### config.mk
export PLATFORM = sky130hd
export DESIGN_NAME = command_line_tokenizer
export DESIGN_NICKNAME = d
export VERILOG_FILES = /design/src/design/clt_pkg.sv /design/src/design/clt_step.sv /design/src/design/clt_outbuf.sv /design/src/design/command_line_tokenizer.sv
export SDC_FILE = /design/constraint.sdc
export NUM_CORES = 1
export LEC_CHECK = 0
export BUFFER_PORTS_ARGS = -buffer_cell sky130_fd_sc_hd__buf_2
export CAP_MARGIN = 15
export CORE_AREA = 2 2 79 81
export CTS_CLUSTER_SIZE = 25
export DETAILED_ROUTE_END_ITERATION = 12
export DIE_AREA = 0 0 81 83
export PLACE_DENSITY_LB_ADDON = 0.3
export SLEW_MARGIN = 20
export SYNTH_ARGS = -nofsm -noshare
export SYNTH_HDL_FRONTEND = slang
export SYNTH_SLANG_ARGS = --single-unit
### constraint.sdc
create_clock -name clk -period 3.5 [get_ports clk]
set_input_delay 0.175 -clock clk [delete_from_list [all_inputs] [get_ports clk]]
set_output_delay 0.175 -clock clk [all_outputs]
set_load 0.05 [all_outputs]
### src/design/clt_pkg.sv
// Shared types and constants for the command-line tokenizer.
// Used by clt_step, clt_outbuf and command_line_tokenizer; no dependencies.
package clt_pkg;

  localparam int MAX_RUN = 255;
  localparam int RUN_CAP = (MAX_RUN < 255) ? MAX_RUN : 255;

  localparam logic [7:0] CH_QUOTE  = 8'h22;
  localparam logic [7:0] CH_BSLASH = 8'h5C;
  localparam logic [7:0] CH_SPACE  = 8'h20;
  localparam logic [7:0] CH_TAB    = 8'h09;
  localparam logic [7:0] CH_CR     = 8'h0D;
  localparam logic [7:0] CH_LF     = 8'h0A;

  localparam logic [7:0] RUN_CAP_VAL = RUN_CAP[7:0];

  typedef struct packed {
    logic       in_quote;
    logic [7:0] backslash_run;
    logic       escape_pending;
    logic       arg_nonempty;
    logic       overflow_seen;
  } clt_state_t;

  typedef struct packed {
    logic [7:0] backslashes_before;
    logic       has_char;
    logic [7:0] out_char;
    logic       arg_end;
    logic       arg_discard;
    logic       run_overflow;
  } clt_result_t;

endpackage

### src/design/clt_step.sv
// Per-byte tokenizer step: next line state and the result for one input byte.
// Depends on clt_pkg for the state and result types and the character codes.
module clt_step (
  input  logic                 win32_mode,
  input  clt_pkg::clt_state_t  state,
  input  logic [7:0]           in_char,
  input  logic                 last,
  output clt_pkg::clt_state_t  state_next,
  output clt_pkg::clt_result_t result,
  output logic                 result_valid
);
  import clt_pkg::*;

  logic       is_bslash;
  logic       is_quote;
  logic       is_blank;
  logic       below_cap;
  logic       classify;
  logic       take_run;
  logic [7:0] bs;
  logic       hc;
  logic [7:0] oc;
  logic       end_arg;
  logic       disc;
  logic       ovf;
  logic       ovf_seen;
  logic [7:0] run;
  logic       esc;
  logic       quote;
  logic       nonempty;

  assign is_bslash = (in_char == CH_BSLASH);
  assign is_quote  = (in_char == CH_QUOTE);
  assign is_blank  = (in_char == CH_SPACE) || (in_char == CH_TAB) ||
                     (in_char == CH_CR) || (in_char == CH_LF);
  assign below_cap = (state.backslash_run < RUN_CAP_VAL);

  always_comb begin
    bs       = 8'd0;
    hc       = 1'b0;
    oc       = 8'd0;
    end_arg  = 1'b0;
    disc     = 1'b0;
    ovf      = 1'b0;
    classify = 1'b0;
    take_run = 1'b0;
    run      = state.backslash_run;
    esc      = state.escape_pending;
    ovf_seen = state.overflow_seen;
    quote    = state.in_quote;
    nonempty = state.arg_nonempty;

    if (win32_mode) begin
      esc = 1'b0;
      if (is_bslash) begin
        if (below_cap) begin
          run = state.backslash_run + 8'd1;
        end else begin
          ovf_seen = 1'b1;
        end
        if (last) begin
          bs       = run;
          take_run = 1'b1;
        end
      end else if (is_quote) begin
        bs       = {1'b0, state.backslash_run[7:1]};
        take_run = 1'b1;
        if (state.backslash_run[0]) begin
          hc = 1'b1;
          oc = CH_QUOTE;
        end else begin
          classify = 1'b1;
        end
      end else begin
        bs       = state.backslash_run;
        take_run = 1'b1;
        classify = 1'b1;
      end
    end else begin
      bs       = state.backslash_run;
      take_run = 1'b1;
      if (state.escape_pending) begin
        esc = 1'b0;
        hc  = 1'b1;
        oc  = in_char;
      end else if (is_bslash) begin
        esc = 1'b1;
      end else begin
        classify = 1'b1;
      end
    end

    if (take_run) begin
      ovf      = ovf_seen;
      ovf_seen = 1'b0;
      run      = 8'd0;
    end
    if (bs != 8'd0) begin
      nonempty = 1'b1;
    end

    if (classify) begin
      priority if (quote) begin
        if (is_quote) begin
          quote = 1'b0;
        end else begin
          hc = 1'b1;
          oc = in_char;
        end
      end else if (is_blank) begin
        end_arg  = nonempty;
        nonempty = 1'b0;
      end else if (is_quote) begin
        quote = 1'b1;
      end else begin
        hc = 1'b1;
        oc = in_char;
      end
    end
    if (hc) begin
      nonempty = 1'b1;
    end

    // The end of a line closes or drops the open argument and clears the state.
    if (last) begin
      if (quote) begin
        disc = 1'b1;
      end else if (nonempty) begin
        end_arg = 1'b1;
      end
      quote    = 1'b0;
      run      = 8'd0;
      esc      = 1'b0;
      nonempty = 1'b0;
      ovf_seen = 1'b0;
    end
  end

  assign state_next.in_quote       = quote;
  assign state_next.backslash_run  = run;
  assign state_next.escape_pending = esc;
  assign state_next.arg_nonempty   = nonempty;
  assign state_next.overflow_seen  = ovf_seen;

  assign result.backslashes_before = bs;
  assign result.has_char           = hc;
  assign result.out_char           = oc;
  assign result.arg_end            = end_arg;
  assign result.arg_discard        = disc;
  assign result.run_overflow       = ovf;

  assign result_valid = (bs != 8'd0) || hc || end_arg || disc || ovf;

endmodule

### src/design/clt_outbuf.sv
// Two-entry result buffer: an output register plus a skid entry.
// Depends on clt_pkg for the result type.
module clt_outbuf (
  input  logic                 clk,
  input  logic                 rst,
  input  logic                 push,
  input  clt_pkg::clt_result_t push_data,
  output logic                 full,
  output logic                 out_valid,
  input  logic                 out_stall,
  output clt_pkg::clt_result_t out_data
);
  import clt_pkg::*;

  logic        main_valid;
  logic        skid_valid;
  clt_result_t main_data;
  clt_result_t skid_data;
  logic        pop;

  assign pop       = main_valid && !out_stall;
  assign out_valid = main_valid;
  assign out_data  = main_data;
  // The upstream side may push only while the skid entry is free.
  assign full      = skid_valid;

  always_ff @(posedge clk) begin
    if (rst) begin
      main_valid <= 1'b0;
      skid_valid <= 1'b0;
    end else if (pop) begin
      if (skid_valid) begin
        main_valid <= 1'b1;
        skid_valid <= 1'b0;
      end else begin
        main_valid <= push;
      end
    end else if (push) begin
      if (main_valid) begin
        skid_valid <= 1'b1;
      end else begin
        main_valid <= 1'b1;
      end
    end
  end

  always_ff @(posedge clk) begin
    if (pop) begin
      if (skid_valid) begin
        main_data <= skid_data;
      end else if (push) begin
        main_data <= push_data;
      end
    end else if (push) begin
      if (main_valid) begin
        skid_data <= push_data;
      end else begin
        main_data <= push_data;
      end
    end
  end

endmodule

### src/design/command_line_tokenizer.sv
// Command-line tokenizer top level: one byte per transaction, at most one result.
// Each result is registered in the output buffer before it appears on the output.
// Throughput: one byte per cycle while in_stall is low; the line state updates in a single pass per byte.
// A two-entry result buffer keeps input flowing while one result waits downstream.
// Reset (rst, synchronous) clears the line state and buffer and sets Win32 mode.
// Depends on clt_pkg, clt_step and clt_outbuf.
module command_line_tokenizer (
  input  logic       clk,
  input  logic       rst,
  input  logic       cfg_we,
  input  logic       cfg_wdata,
  input  logic       in_valid,
  output logic       in_stall,
  input  logic [7:0] in_char,
  input  logic       last,
  output logic       out_valid,
  input  logic       out_stall,
  output logic [7:0] backslashes_before,
  output logic       has_char,
  output logic [7:0] out_char,
  output logic       arg_end,
  output logic       arg_discard,
  output logic       run_overflow
);
  import clt_pkg::*;

  logic        win32_mode;
  clt_state_t  state;
  clt_state_t  state_next;
  clt_result_t step_result;
  logic        step_result_valid;
  logic        accept;
  logic        buf_full;
  clt_result_t out_data;

  assign in_stall = buf_full;
  assign accept   = in_valid && !buf_full;

  clt_step u_step (
    .win32_mode   (win32_mode),
    .state        (state),
    .in_char      (in_char),
    .last         (last),
    .state_next   (state_next),
    .result       (step_result),
    .result_valid (step_result_valid)
  );

  always_ff @(posedge clk) begin
    if (rst) begin
      win32_mode <= 1'b1;
    end else if (cfg_we) begin
      win32_mode <= cfg_wdata;
    end
  end

  always_ff @(posedge clk) begin
    if (rst) begin
      state <= '0;
    end else if (accept) begin
      state <= state_next;
    end
  end

  clt_outbuf u_outbuf (
    .clk       (clk),
    .rst       (rst),
    .push      (accept && step_result_valid),
    .push_data (step_result),
    .full      (buf_full),
    .out_valid (out_valid),
    .out_stall (out_stall),
    .out_data  (out_data)
  );

  assign backslashes_before = out_data.backslashes_before;
  assign has_char           = out_data.has_char;
  assign out_char           = out_data.out_char;
  assign arg_end            = out_data.arg_end;
  assign arg_discard        = out_data.arg_discard;
  assign run_overflow       = out_data.run_overflow;

endmodule
# Word-level counts from Yosys, hierarchy flattened
# Index checks and enable logic that the tools add are counted.
# word_totals
reg_bits,55
input_bits,15
output_inout_bits,22
word_cells,126
# classes
n_addsub,1
magnitude_cmp,1
n_eq_ne,7
mux,74
bitwise_logic,1
reduce_logical,22
# ops
op,n
two-way mux 8 bit,17
two-way mux 20 bit,5
two-way mux 1 bit,51
equality test 8 x 4 -> 1 bit (second input constant),3
equality test 8 x 6 -> 1 bit (second input constant),2
AND reduction 3 bit,3
adder 8 x 1 -> 8 bit (second input constant),1
equality test 8 x 7 -> 1 bit (second input constant),1
less-than comparator 8 bit (second input constant),1
nonzero test 8 bit,1
logical OR 1 bit,7
two-way mux 6 bit,1
nonzero test 3 bit,2
nonzero test 2 bit,2
logical AND 1 bit,3
logical NOT 1 bit,2
inequality test 2 bit (second input constant),1
AND reduction 2 bit,1
OR reduction 2 bit,1
inverter 1 bit,1

# Depth between registers and ports, before layout
# Gate-level depths: netlist of the first run.
# depth
ltp_word,21
mapped_depth,8
ltp_nobuf,8

# By module
# A second synthesis of the first run with hierarchy kept.
# unflattened
hier_cells,294
area_unflattened_um2,3241.9
# by_module_without_submodules
mod,n_inst,cells_each,area_per_inst_um2,seq_area_each_um2
clt_outbuf,1,74,1625.3,1241.2
clt_step,1,162,1023.5,0.0
command_line_tokenizer,1,58,593.1,260.2

# Worst setup path after synthesis of the first run
# OpenSTA, ideal clock, no wires.
# synth_timing
kind,register to register
from,"register, netlist name state[4]"
to,"register u_outbuf.main_data, in the netlist u_outbuf.out_data[0] (enable)"
arrival_ns,2.782
path_slack_ns,0.301
stages_incl_launch_ff,9
path_buffers,0
period_less_slack_ns,3.199
path_cell_list,dfxtp_1 -> ha_1 -> nand3_1 -> nor4_1 -> nor3_1 -> a311o_1 -> or4_4 -> nor4_1 -> o21ai_1
# synth_rtl
item,line,text
end signal: assignment,clt_outbuf.sv:50,main_data <= skid_data;
end signal: assignment,clt_outbuf.sv:52,main_data <= push_data;
end signal: assignment,clt_outbuf.sv:58,main_data <= push_data;
end: declaration,clt_outbuf.sv:17,clt_result_t main_data;

==> results.py, run 1 <==
metrics = {
    "status": {
        "outcome": "finished clean",
    },
    "grt": {
        "grt_max_degree": 26,
        "grt_pass1_wl_um": 10180,
        "grt_pass1_vias": 2085,
        "antenna_found_initial": 0,
        "grt-ovfl-total": 0,
        "track_usage_pct": 19.37,
    },
    "placement": {
        "io_buffer_count": 36,
        "pre_cts_slack_ps": 261.0,
        "dp_hpwl_um": 4334,
        "gp_congestion": 0.9028,
        "dp_cells": 378,
        "placed_area_mm2": 0.003077,
    },
    "timing": {
        "setup_ws_ps": 328.2,
        "setup_viol": 0,
        "fin_crit_ps": 3172,
        "hold_viol_final": 0,
        "rsz0062_at_grt": "false",
        "maxSlewViolCount": 0,
        "post-route-period-util_pct": 90.62,
        "clock_skew_ps": 15.92,
        "clock.fmax_mhz": 315.3,
        "finalSetupTns_ps": 0,
        "worstMarginPinSlew_ps": 591.2,
        "max_slew_margin_pct": 60.58,
    },
    "synth": {
        "synth-main-ff-cell": "edfxtp_1",
        "synth_cell_type_count": 58,
        "syn_nets": 294,
        "ys_ff_latch": 55,
        "async_flop_share_pct": 0,
        "synth_edf_count": 40,
        "netlist_area_mm2": 0.002823,
        "seq_area_frac_synth_pct": 53.19,
        "synthCells": 278,
        "yosysWarningCount": 0,
        "synth_area_per_cell_um2": 10.15,
    },
    "clocking": {
        "cts_tree": "built",
        "h-tree-depth": 2,
        "numCtsBuffers": 5,
        "cts_root_buf": "clkbuf_8",
        "clk_pin_slew_ps": 110,
        "clk_latency_ps": 320,
        "post-cts-setup-buffers": 0,
        "postCtsHoldBufs": 0,
        "cts_resized": 0,
        "clockBufferDepth": 2,
        "clock-sinks": 55,
    },
    "setup_path": {
        "rrSetupSlack_ps": 330,
        "endpoint_kind": "register",
        "crit_type": "register to register",
        "critPathArrivalTime_ps": 3220,
        "critPathMaxFanout": 20,
        "critPathLaunchType": "register",
        "worstPathRequired_ps": 3550,
    },
    "routing": {
        "drc_errors": 0,
        "via_per_inst": 5.718,
        "drt_iter0_drc": 129,
        "routed_wl_um": 6035,
        "vias": 2207,
        "drt_first_pass_iters": 4,
        "antenna_left": 0,
        "wl_per_cell_um": 15.63,
    },
    "cells_and_area": {
        "num-fill-cells": 553,
        "diodes": 0,
        "final_common_cell": "edfxtp_1",
        "layout-drive-gt1-share_pct": 21.86,
        "areaGrowthSynthToFinish_pct": 12.37,
        "final_cell_mix": "40 x edfxtp_1, 39 x nor2_1, 36 x buf_2",
        "fin_area_mm2": 0.003172,
        "fin_nets": 326,
        "fin_cells": 386,
    },
    "floorplan": {
        "die_h_um": 83,
        "design.die.area_mm2": 0.006723,
        "rows": 28,
        "pin_count": 37,
        "dieWidth_um": 81,
        "core_area_mm2": 0.005816,
        "initial_core_util_pct": 48.54,
    },
    "power_and_ir_drop": {
        "leakagePower_nw": 1.247,
        "vdd_drop_max_uv": 216.6,
        "power_density_mw_per_mm2": 388.9,
    },
    "job": {
        "drv_cap": 0,
    },
    "min_path": {
        "hold_path.class": "input port to register",
    },
}
## per-layer routing
layer | vias up | GRT usage (%) | routed length [um]
li1 | 1101 | - | -
met3 | 8 | 3.370 | 256
met5 | - | 0 | 0
met1 | 1044 | 27.04 | 2859
met2 | 54 | 30.80 | 2827
met4 | 0 | 5.547 | 91
## cell usage after synthesis, types with 2 or more instances
cell	instances	area, um^2
o41ai_2	2	32.53
o211ai_1	2	15.01
o21ai_0	10	50.05
nand2b_1	2	12.51
nand4_1	2	12.51
mux2_2	7	78.83
nor4_1	5	31.28
clkbuf_1	14	52.55
nor2b_1	6	37.54
a22oi_1	3	22.52
inv_1	10	37.54
or4b_4	2	27.53
nor2_1	39	146.4
nand3_1	7	35.03
and2_1	8	50.05
a31oi_1	5	31.28
and4bb_2	2	25.02
and3_1	3	18.77
o22ai_1	2	12.51
nand2_1	22	82.58
and4_1	2	17.52
a221o_1	2	20.02
nor3b_1	2	15.01
or4_1	2	15.01
nor3_1	7	35.03
a21oi_1	20	100.1
xor2_1	2	17.52
a22o_1	2	17.52
dfxtp_1	15	300.3
edfxtp_1	40	1201
mux2i_1	4	40.04
## final cells by class
cell class / count / area, um^2 / area share, %
Sequential cell: 55 / 1501 / 47.34
Timing Repair Buffer: 41 / 217.7 / 6.864
Multi-Input combinational cell: 197 / 1232 / 38.86
Clock inverter: 3 / 20.02 / 0.6312
Tap cell: 75 / 93.84 / 2.959
Inverter: 10 / 37.54 / 1.183
Clock buffer: 5 / 68.82 / 2.170
## stage by stage
stage | power [mW] | util [%] | hold slack [ps]
4_1_cts | 1.245 | 54.43 | 50.95
2_1_floorplan | 0.8558 | - | 292.9
5_1_grt | 1.282 | 54.54 | 61.09
3_5_place_dp | 0.8969 | 52.90 | 385.6
6_report | 1.234 | 54.54 | 51.41
3_3_place_gp | 0.8950 | 52.90 | 377.8
## cell families (layout without fill, tap and decap cells)
kind of cell,after synthesis,count (layout),share of synthesized area [%]
compound gates,66,66,16.36
xor+xnor,2,2,0.6207
flops,55,55,53.19
mux,11,11,4.211
fa+ha+maj,1,1,0.4432
buf+inv,26,59,3.502
simple gates,117,117,21.68
## critical path: stages (launching register included)
cell	delay, ps
dfxtp_1	430
ha_1	300
nand3_1	160
nor4_1	340
nor3_1	100
a311o_1	370
or4_4	530
nor4_2	370
o21ai_2	100
buf_4	230
## where the power goes
part	switching [mW]	internal, mW
Sequential	0.0104	0.722
Clock	0.213	0.140
Combinational	0.110	0.0390
Total	0.333	0.901
## final timing paths
check / startpoint / to / cells after the start
hold reg to reg: state[1] / state[1] / 2
setup / recovery: state[4] / u_outbuf.out_data[18] / 9
hold / removal: cfg_wdata / win32_mode / 2
setup reg to reg: state[4] / u_outbuf.out_data[18] / 9
## sequential cells by signal, summed over array words and instances, names as in the netlist
register / cells
state: 12
u_outbuf.full: 1
u_outbuf.out_data: 20
u_outbuf.out_valid: 1
u_outbuf.skid_data: 20
win32_mode: 1
Power figures use the tool's default switching activity.
==> inputs of run 2 (changes only) <==
--- a/config.mk
+++ b/config.mk
@@ -7,10 +7,10 @@
 export LEC_CHECK = 0
 export BUFFER_PORTS_ARGS = -buffer_cell sky130_fd_sc_hd__buf_2
 export CAP_MARGIN = 15
-export CORE_AREA = 2 2 79 81
+export CORE_AREA = 2 2 88 73
 export CTS_CLUSTER_SIZE = 25
 export DETAILED_ROUTE_END_ITERATION = 12
-export DIE_AREA = 0 0 81 83
+export DIE_AREA = 0 0 90 75
 export PLACE_DENSITY_LB_ADDON = 0.3
 export SLEW_MARGIN = 20
 export SYNTH_ARGS = -nofsm -noshare
==> run 2 against run 1 <==
- cell count rose by 2.1%
- clock power down 2%
- sequential share of layout area down 0.44 points
- first-iteration DRC count rose by 26%
- die area grew 0.40%
- clock-buffer cell count rose by 1
- clock skew is 3.1 ps lower
- core utilization grew 0.49 points
==> results.py, run 2 (synthesis results as in run 1) <==
metrics = {
    "status": {
        "outcome": "finished clean",
    },
    "timing": {
        "hold_viol_final": 0,
        "post-route-period-util_pct": 94.40,
        "finalSetupTns_ps": 0,
        "clock_skew_ps": 12.81,
        "fin_crit_ps": 3304,
        "setup_viol": 0,
        "hold_ws_ps": 81.21,
        "rsz0062_at_grt": "false",
        "max_slew_margin_pct": 59.79,
        "worstMarginPinSlew_ps": 603.2,
        "clock.fmax_mhz": 302.7,
        "maxSlewViolCount": 0,
    },
    "floorplan": {
        "die_h_um": 75,
        "rows": 25,
        "dieWidth_um": 90,
        "design.die.area_mm2": 0.006750,
        "core_area_mm2": 0.005818,
        "initial_core_util_pct": 48.52,
        "pin_count": 37,
    },
    "setup_path": {
        "worstSetupPathDepth": 9,
        "crit_path_frequent_cell": "nor4_1",
        "rrSetupSlack_ps": 200,
        "crit_slowest_cell": "or4_4",
        "worst_r2r_path_depth": 9,
        "crit_type": "register to register",
        "critPathLaunchType": "register",
        "critPathBufInv": 1,
        "path_cells": "ha_1 > nand3_1 > nor4_1 > nor3_1 > a311o_1 > or4_4 > nor4_1 > o21ai_2 > buf_4",
        "critPathArrivalTime_ps": 3350,
        "worstPathRequired_ps": 3550,
        "critPathMaxFanout": 20,
        "cpLargestDelayFamily": "simple AND/OR/NAND/NOR gates",
        "cpPeakStageDelay_ps": 540,
        "endpoint_kind": "register",
    },
    "cells_and_area": {
        "fin_nets": 328,
        "layout-drive-gt1-share_pct": 22.04,
        "final_common_cell": "edfxtp_1",
        "diodes": 0,
        "final_cell_mix": "40 x edfxtp_1, 39 x nor2_1, 36 x buf_2",
        "fin_util_pct": 55.03,
        "areaGrowthSynthToFinish_pct": 13.43,
        "num-fill-cells": 532,
    },
    "clocking": {
        "h-tree-depth": 2,
        "cts_tree": "built",
        "clockBufferDepth": 2,
        "clock-sinks": 55,
        "clk_pin_slew_ps": 100,
        "cts_root_buf": "clkbuf_8",
        "numCtsBuffers": 5,
        "cts_resized": 0,
        "clk_latency_ps": 310,
        "postCtsHoldBufs": 0,
        "post-cts-setup-buffers": 0,
    },
    "min_path": {
        "hold_path.class": "input port to register",
        "min_path_cells": 2,
    },
    "routing": {
        "drt_iter0_drc": 162,
        "vias": 2254,
        "drc_errors": 0,
        "routed_wl_um": 6171,
        "via_per_inst": 5.721,
        "wl_per_cell_um": 15.66,
        "drt_first_pass_iters": 5,
        "antenna_left": 0,
    },
    "placement": {
        "io_buffer_count": 36,
        "dp_hpwl_um": 4430,
        "gp_congestion": 0.8948,
    },
    "power_and_ir_drop": {
        "vdd_drop_max_uv": 316.3,
        "power_density_mw_per_mm2": 384.8,
        "leakagePower_nw": 1.262,
    },
    "grt": {
        "track_usage_pct": 19.30,
        "antenna_found_initial": 0,
        "grt-ovfl-total": 0,
        "grt_pass1_wl_um": 10320,
        "grt_pass1_vias": 2061,
        "grt_max_degree": 26,
    },
    "job": {
        "drv_cap": 0,
    },
}
==> run 2: metrics by stage <==
stage | power, mW | cell area, um^2 | setup WS, ps | std cells
after floorplan | 0.8558 | 2823 | 300.5 | 278
after global placement | 0.8972 | 3112 | 327.3 | 386
after detailed placement | 0.8996 | 3112 | 267.5 | 386
after CTS | 1.238 | 3202 | 234.3 | 394
after global routing | 1.274 | 3202 | 7.767 | 394
final | 1.232 | 3202 | 196.1 | 394
==> run 2: power breakdown <==
group | switching (mW) | internal, mW
sequential | 0.0103 | 0.722
clock | 0.203 | 0.144
combinational | 0.112 | 0.0407
==> run 2: cell type report <==
| class | instances | area [um^2] | share of cell area (%) |
|---|---|---|---|
| flip-flops and latches | 55 | 1501 | 46.89 |
| multi-input cells | 197 | 1226 | 38.30 |
| repair buffers | 43 | 245.2 | 7.659 |
| well taps | 81 | 101.3 | 3.165 |
| clock buffers | 6 | 72.57 | 2.267 |
| inverters | 10 | 37.54 | 1.172 |
| clock inverters | 2 | 17.52 | 0.5471 |
==> run 2: final timing paths <==
check	to	start
worst min register to register	state[0]	state[0]
worst min-delay path	win32_mode	cfg_wdata
worst max-delay path	u_outbuf.out_data[1]	state[4]
worst max register to register	u_outbuf.out_data[1]	state[4]
==> run 2: per-layer routing <==
| layer | GRT usage [%] | part of all wire (%) |
|---|---|---|
| met1 | 28.27 | 49 |
| met2 | 30.49 | 43 |
| met3 | 3.704 | 6.7 |
| met4 | 4.103 | 0.83 |
| met5 | 0 | 0 |
==> inputs of run 3 (changes only) <==
--- a/config.mk
+++ b/config.mk
@@ -5,12 +5,12 @@
 export SDC_FILE = /design/constraint.sdc
 export NUM_CORES = 1
 export LEC_CHECK = 0
-export BUFFER_PORTS_ARGS = -buffer_cell sky130_fd_sc_hd__buf_2
 export CAP_MARGIN = 15
 export CORE_AREA = 2 2 88 73
-export CTS_CLUSTER_SIZE = 25
+export CTS_CLUSTER_SIZE = 10
 export DETAILED_ROUTE_END_ITERATION = 12
 export DIE_AREA = 0 0 90 75
+export DONT_BUFFER_PORTS = 1
 export PLACE_DENSITY_LB_ADDON = 0.3
 export SLEW_MARGIN = 20
 export SYNTH_ARGS = -nofsm -noshare
==> run 3 against run 2 <==
- sequential share of layout area up 2.4 points
- setup slack better by 82 ps
- non-clock buffer count down 33
- critical path depth unchanged
- clock skew down 4.8 ps
- register-to-register slack better by 80 ps
- critical path type unchanged
==> results.py, run 3 (synthesis results as in run 1) <==
metrics = {
    "cells_and_area": {
        "fin_util_pct": 52.37,
        "final_common_cell": "edfxtp_1",
        "fin_nets": 295,
        "multi_input_area_mm2": 0.001232,
        "num-fill-cells": 546,
        "layout-drive-gt1-share_pct": 11.79,
        "diodes": 0,
        "fin_area_mm2": 0.003047,
        "areaGrowthSynthToFinish_pct": 7.934,
        "final_cell_mix": "40 x edfxtp_1, 39 x nor2_1, 22 x nand2_1",
        "fin_cells": 361,
        "ff_latch_area_mm2": 0.001501,
    },
    "power_and_ir_drop": {
        "leakagePower_nw": 1.119,
        "power_density_mw_per_mm2": 401.6,
        "vdd_drop_max_uv": 266.8,
        "p_total_mw": 1.224,
    },
    "placement": {
        "dp_hpwl_um": 4384,
        "io_buffer_count": 0,
        "gp_congestion": 0.8855,
        "placed_area_mm2": 0.002912,
        "dp_cells": 349,
        "pre_cts_slack_ps": 244.0,
    },
    "clocking": {
        "cts_root_buf": "clkbuf_8",
        "clk_latency_ps": 320,
        "cts_tree": "built",
        "numCtsBuffers": 5,
        "h-tree-depth": 2,
        "clk_pin_slew_ps": 110,
        "clockBufferDepth": 2,
        "clock-sinks": 55,
    },
    "timing": {
        "clock.fmax_mhz": 310.3,
        "rsz0062_at_grt": "false",
        "setup_viol": 0,
        "worstMarginPinSlew_ps": 678.9,
        "maxSlewViolCount": 0,
        "post-route-period-util_pct": 92.07,
        "clock_skew_ps": 7.977,
        "fin_crit_ps": 3222,
        "max_slew_margin_pct": 54.68,
        "hold_viol_final": 0,
        "setup_ws_ps": 277.7,
        "hold_ws_ps": 28.61,
        "finalSetupTns_ps": 0,
    },
    "status": {
        "outcome": "finished clean",
    },
    "setup_path": {
        "crit_path_start": "state[4]",
        "rr_endpoint": "u_outbuf.skid_data[4]",
        "worstPathRequired_ps": 3560,
        "reg2reg_from": "state[4]",
        "rrSetupSlack_ps": 280,
        "critPathMaxFanout": 20,
        "critPathLaunchType": "register",
        "endpoint_kind": "register",
        "crit_type": "register to register",
        "worst_r2r_path_depth": 9,
        "cp-endpoint": "u_outbuf.skid_data[4]",
        "critPathArrivalTime_ps": 3280,
    },
    "routing": {
        "vias": 2172,
        "via_per_inst": 6.017,
        "drt_iter0_drc": 214,
        "antenna_left": 0,
        "routed_wl_um": 6349,
        "drc_errors": 0,
        "drt_first_pass_iters": 5,
        "wl_per_cell_um": 17.59,
    },
    "floorplan": {
        "core_area_mm2": 0.005818,
        "die_h_um": 75,
        "pin_count": 37,
        "rows": 25,
        "initial_core_util_pct": 48.52,
        "design.die.area_mm2": 0.006750,
        "dieWidth_um": 90,
    },
    "grt": {
        "grt_pass1_vias": 1941,
        "grt_pass1_wl_um": 10070,
        "grt-ovfl-total": 0,
        "track_usage_pct": 19.26,
        "antenna_found_initial": 0,
        "grt_max_degree": 26,
    },
    "min_path": {
        "hold_path.class": "input port to register",
    },
    "job": {
        "drv_cap": 0,
    },
}
run 3: cell count changes in the layout (fill, tap and decap cells not counted):
cell           before  now
inv_6               0    1
nor4_2              0    1
clkinv_4            2    0
dlygate4sd3_1       0    4
clkinvlp_4          0    1
buf_2              36    0
buf_12              1    0
nor4_1              5    4
run 3: worst min-delay path by stage:
| stage | startpoint | end | depth (start not counted) | slack [ps] |
|---|---|---|---|---|
| 6_report | rst | state[1] | 3 | 30 |
| 5_1_grt | rst | state[1] | 3 | 30 |
| 4_1_cts | rst | state[1] | 3 | 20 |
| 3_5_place_dp | rst | state[4] | 1 | 250 |
| 3_3_place_gp | rst | state[4] | 1 | 250 |
| 2_1_floorplan | cfg_wdata | win32_mode | 1 | 290 |
run 3: layout make-up:
class	count	share of cell area, %
Tap cell	81	3.326
Clock buffer	6	2.382
Multi-Input combinational cell	197	40.45
Inverter	10	1.232
Clock inverter	2	0.5339
Sequential cell	55	49.28
Timing Repair Buffer	10	2.793
run 3: repair_timing:
| action | in CTS | in global routing |
|---|---|---|
| endpoints found under the hold margin | 15 | 0 |
| gates resized for setup | 0 | 1 |
| setup endpoints to repair | 0 | 20 |
| hold buffers | 4 | 0 |
| buffers inserted | 0 | 0 |
run 3: critical path, stage by stage, from the launching register on:
cell	delay [ps]
dfxtp_1	430
ha_1	320
nand3_1	170
nor4_1	340
nor3_1	100
a311o_1	370
or4_4	530
o41ai_2	390
nor2_1	70
buf_4	230
run 3: power breakdown:
part	switching (mW)	internal, mW	leakage, nW	total [mW]
registers	0.0708	0.724	0.512	0.794
clock network	0.221	0.144	0.0418	0.365
logic	0.0378	0.0264	0.565	0.0641
total	0.329	0.894	1.12	1.22
run 3: metal layers:
metal / vias up / global-route usage [%] / wire length [um]
met5: - / 0 / 0
met4: 0 / 5.641 / 62
met3: 6 / 3.303 / 403
met2: 84 / 30.74 / 2830
met1: 1051 / 27.64 / 3052
li1: 1031 / - / -
